File: src/design/hbp_ram.sv
`default_nettype none

module hbp_ram #(
  parameter int WIDTH = 8,
  parameter int DEPTH = 256
) (
  input  logic                     clk,
  input  logic                     we,
  input  logic [$clog2(DEPTH)-1:0] waddr,
  input  logic [WIDTH-1:0]         wdata,
  input  logic                     re,
  input  logic [$clog2(DEPTH)-1:0] raddr,
  output logic [WIDTH-1:0]         rdata
);

  logic [WIDTH-1:0] mem [DEPTH];

  // one write port, one registered read port
  always_ff @(posedge clk) begin
    if (we) begin
      mem[waddr] <= wdata;
    end
    if (re) begin
      rdata <= mem[raddr];
    end
  end

endmodule

`default_nettype wire

File: config.mk
export PLATFORM = sky130hd
export DESIGN_NAME = hbp_ram
export DESIGN_NICKNAME = d
export VERILOG_FILES = /design/src/design/hbp_ram.sv
export SDC_FILE = /design/constraint.sdc
export NUM_CORES = 2
export LEC_CHECK = 0
export BUFFER_PORTS_ARGS = -buffer_cell sky130_fd_sc_hd__buf_2
export CAP_MARGIN = 20
export CORE_UTILIZATION = 56
export CTS_BUF_LIST = sky130_fd_sc_hd__clkbuf_4 sky130_fd_sc_hd__clkbuf_8
export DETAILED_ROUTE_END_ITERATION = 8
export PLACE_DENSITY = 0.72
export SYNTH_ARGS = -nofsm -noshare
export SYNTH_HDL_FRONTEND = slang
export SYNTH_SLANG_ARGS = --single-unit
File: constraint.sdc
create_clock -name clk -period 4.8 [get_ports clk]
set_input_delay 1.2 -clock clk [delete_from_list [all_inputs] [get_ports clk]]
set_output_delay 1.2 -clock clk [all_outputs]
set_load 0.01 [all_outputs]
==> summary.md <==
| Metric | Value |
|---|---|
| Status | `complete, no violations` |
| Worst-path cell chain | `buf_8 > buf_12 > buf_4 > mux4_2 > a22oi_1 > a21oi_1 > nor4_1 > buf_4 > nor4_2` |
| Critical Path End Type | `flop` |
| Core area | `0.141 sq mm` |
| Setup CP Type | `input port to flop` |
| Die Wd | `379 um` |
| Layout area overhead | `11.7%` |
| Gate Count Post-Synth | `3733` |
| Postcts setup bufs | `0` |
| Wire per inst | `30.8 um` |
| Post-DP HPWL | `approximately 120000 um` |
| Post-synth EDFFs | `2056` |
| Seq/Total Area, Yosys | `77.5%` |
| Cts repair resizes | `0` |
| Num rows | `138` |
| Initial antenna violation count | `13` |
| Max stage delay on crit path | `0.85 ns` |
| All-layer global routing usage | `26.8%` |
| Clock root cell | `clkbuf_8` |
| Worst r2r src | `mem[211][7]` |
| Vias in the first global route | `39757` |
| Power density over the cells | `404 mW/mm^2` |
| Worst Skew | `approximately 0.076 ns` |
| Top cell type's share of synthesized area | `77.5%` |
| Cell Count, Final, Fillers Out | `6190` |
| Max Root-Sink Buffers | `4` |
| Yosys top cell by area | `edfxtp_1` |
| Commonest non-fill, non-tap cell in the layout | `edfxtp_1` |
| CP required | `5.52 ns` |
| Cell count along the critical path | `9` |
| Crit path buffers/inverters | `4` |
| Maximum level of the CTS H-tree | `5` |
| CP max stage cell | `nor4_1` |
| Most frequent cells in the layout | `edfxtp_1 (2056), mux4_2 (454), clkbuf_8 (346), nor2_1 (279), buf_4 (174)` |
| Synth area leaders | `edfxtp_1 (78%), mux4_2 (13%), mux2i_1 (1.7%)` |
| Clk Latency, worst-skew pair | `1.00 ns` |
| Routability Congestion | `0.880` |
| LEAKAGE | `around 28 nW` |
| CTS tree | `yes` |
| Crit-path most repeated cell | `buf_4` |
| Iter 0 DRT Violations | `5482` |
| Avg Cell Area, Syn | `21.3 sq um` |
| Synthesized area | `around 0.08 sq mm` |
| Layout fillers | `9492` |
| Ys async rst share | `0%` |
| CTS buffer count | `333` |
| Post-DRT Antenna Nets | `0` |
| Clock slew at reported path FFs | `0.06 ns` |
| Nets | `4102` |
| Max-Cap Viols | `0` |
| Worst setup path startpoint | `raddr[0]` |
| Die height | `379 um` |
| RSZ-0062 raised after global routing | `false` |
| Top delay family on crit path | `buffers and inverters` |
| Crit path launch type | `input port` |
| Hold_buf cts | `0` |
| I/O Buffers | `34` |
| Setup violators final | `0` |
| Net Count, Synth | `3760` |
| Fraction of layout cells with a size suffix above 1 | `28.0%` |
| Fmax | `roughly 260 MHz` |
| Largest net degree at the start of global routing | `160` |
| Die area | `0.144 sq mm` |
| Worst r2r path cells | `6` |
| Worst setup path endpoint | `rdata[2]` |
| Worst Hold Class | `input port to flop` |
| First-pass GRT wire length | `273000 um` |
| Maximum vdd drop | `around 0.00036 V` |
| Yosys reg bits | `2056` |
| TNS Setup | `0 ns` |
| Least-Margin Pin Slew | `1.32 ns` |
| Final min period | `3.78 ns` |
| Post-Route WL | `about 190000 um` |
| Post-DR vias/cell | `~6.5` |
| Post-place setup slack | `0.0326 ns` |
| GR Overflow Total | `0` |
| Sink Count | `2056` |
| Hold Crit Start | `re` |
| Post-synthesis cell type count | `54` |
| Final Hold Viols | `0` |
| Initial Util | `56.4%` |
| Worst Path Arrival | `about 4.5 ns` |
| Final setup margin | `1.02 ns` |
| Worst Path Max Fanout | `33` |
| Total number of vias | `around 40000` |
| Max_slew headroom | `12.0%` |
| Reg-to-reg setup timing slack | `1.93 ns` |
| DRC | `0` |
| TritonRoute pass-1 iters | `8` |
| FF-to-FF End | `rdata[7]` |
| Io pins | `35` |
| Period utilization | `78.8%` |
| Yosys Warn Count | `0` |
| Top_reg_cell synth | `edfxtp_1` |
| Fin. max-slew vios | `0` |
| Dpl cells | `5630` |
[power by group]
part | total (mW) | internal [mW] | switching [mW]
combinational | 1.82 | 0.644 | 1.18
clock | 14.3 | 7.78 | 6.50
sequential | 19.8 | 19.8 | 0.0164
[worst reg2reg max path, stage by stage, from the launching register on]
cell	delay, ns
edfxtp_1	0.36
mux4_2	0.47
a22oi_1	0.38
a21oi_1	0.17
nor4_1	0.88
buf_4	0.27
nor4_1	0.05
[routing by layer]
layer	up-vias	part of all wire (%)	track usage, %
met5	-	0.071	0
met4	20	3.2	9.26
met3	401	10	6.06
met2	2358	47	40.6
met1	21089	39	38.8
li1	16407	-	-
[sequential cells by signal, indices dropped and copies added, names as in the netlist]
signal  count
rdata       8
mem      2048
[through the flow]
step	cell area, sq um	hold slack, ns	utilization [%]	total power, mW
after global routing	89000	0.559	63.0	36.9
final	89000	0.610	63.0	35.9
after floorplan	79600	0.864	-	21.2
after global placement	82800	1.04	58.6	22.0
after CTS	89000	0.520	63.0	36.0
after detailed placement	82800	0.998	58.6	22.0
[worst min-delay path by stage]
stage,to,slack [ns],depth (start not counted)
6_report,rdata[2],0.61,1
5_1_grt,rdata[2],0.56,1
4_1_cts,rdata[2],0.52,1
3_5_place_dp,rdata[5],1.0,6
3_3_place_gp,rdata[5],1.04,6
2_1_floorplan,rdata[3],0.86,6
[kinds of logic after synthesis]
family / after synthesis / share of synthesized area [%]
DFF: 2056 / 77.5
buffers and inverters: 235 / 1.83
AOI/OAI and AO/OA: 385 / 3.42
muxes: 591 / 14.6
and+or+nand+nor: 466 / 2.63
[area by class of cell]
cell class              count  area [sq um]  share of cell area, %
flip-flops and latches   2056         61700                   69.4
clock buffers             461          5590                   6.29
repair buffers            240          2210                   2.48
multi-input cells        1442         16500                   18.5
diodes                      4          10.0                 0.0113
well taps                1890          2360                   2.66
clock inverters            95           557                  0.626
inverters                   2          7.51                0.00844
[cell usage after synthesis, drive strengths merged (2+ instances only)]
master   number
nor2        282
nor2b        31
a21oi        96
buf         122
nand2        33
a31oi         2
o211ai       10
a22oi       133
o21ai        12
and3b         2
mux4        456
o32ai         5
a221oi       14
o22ai        28
clkbuf      111
mux2i       134
nor3         22
nand2b        8
a2111oi       5
nor4         27
a211oi       16
or2           4
a22o          8
edfxtp     2056
o221ai       47
and2          6
o22a          5
nand3b        2
a311oi        2
nand4        10
nand3        34
Note: power is estimated with default switching activity, not from simulation.
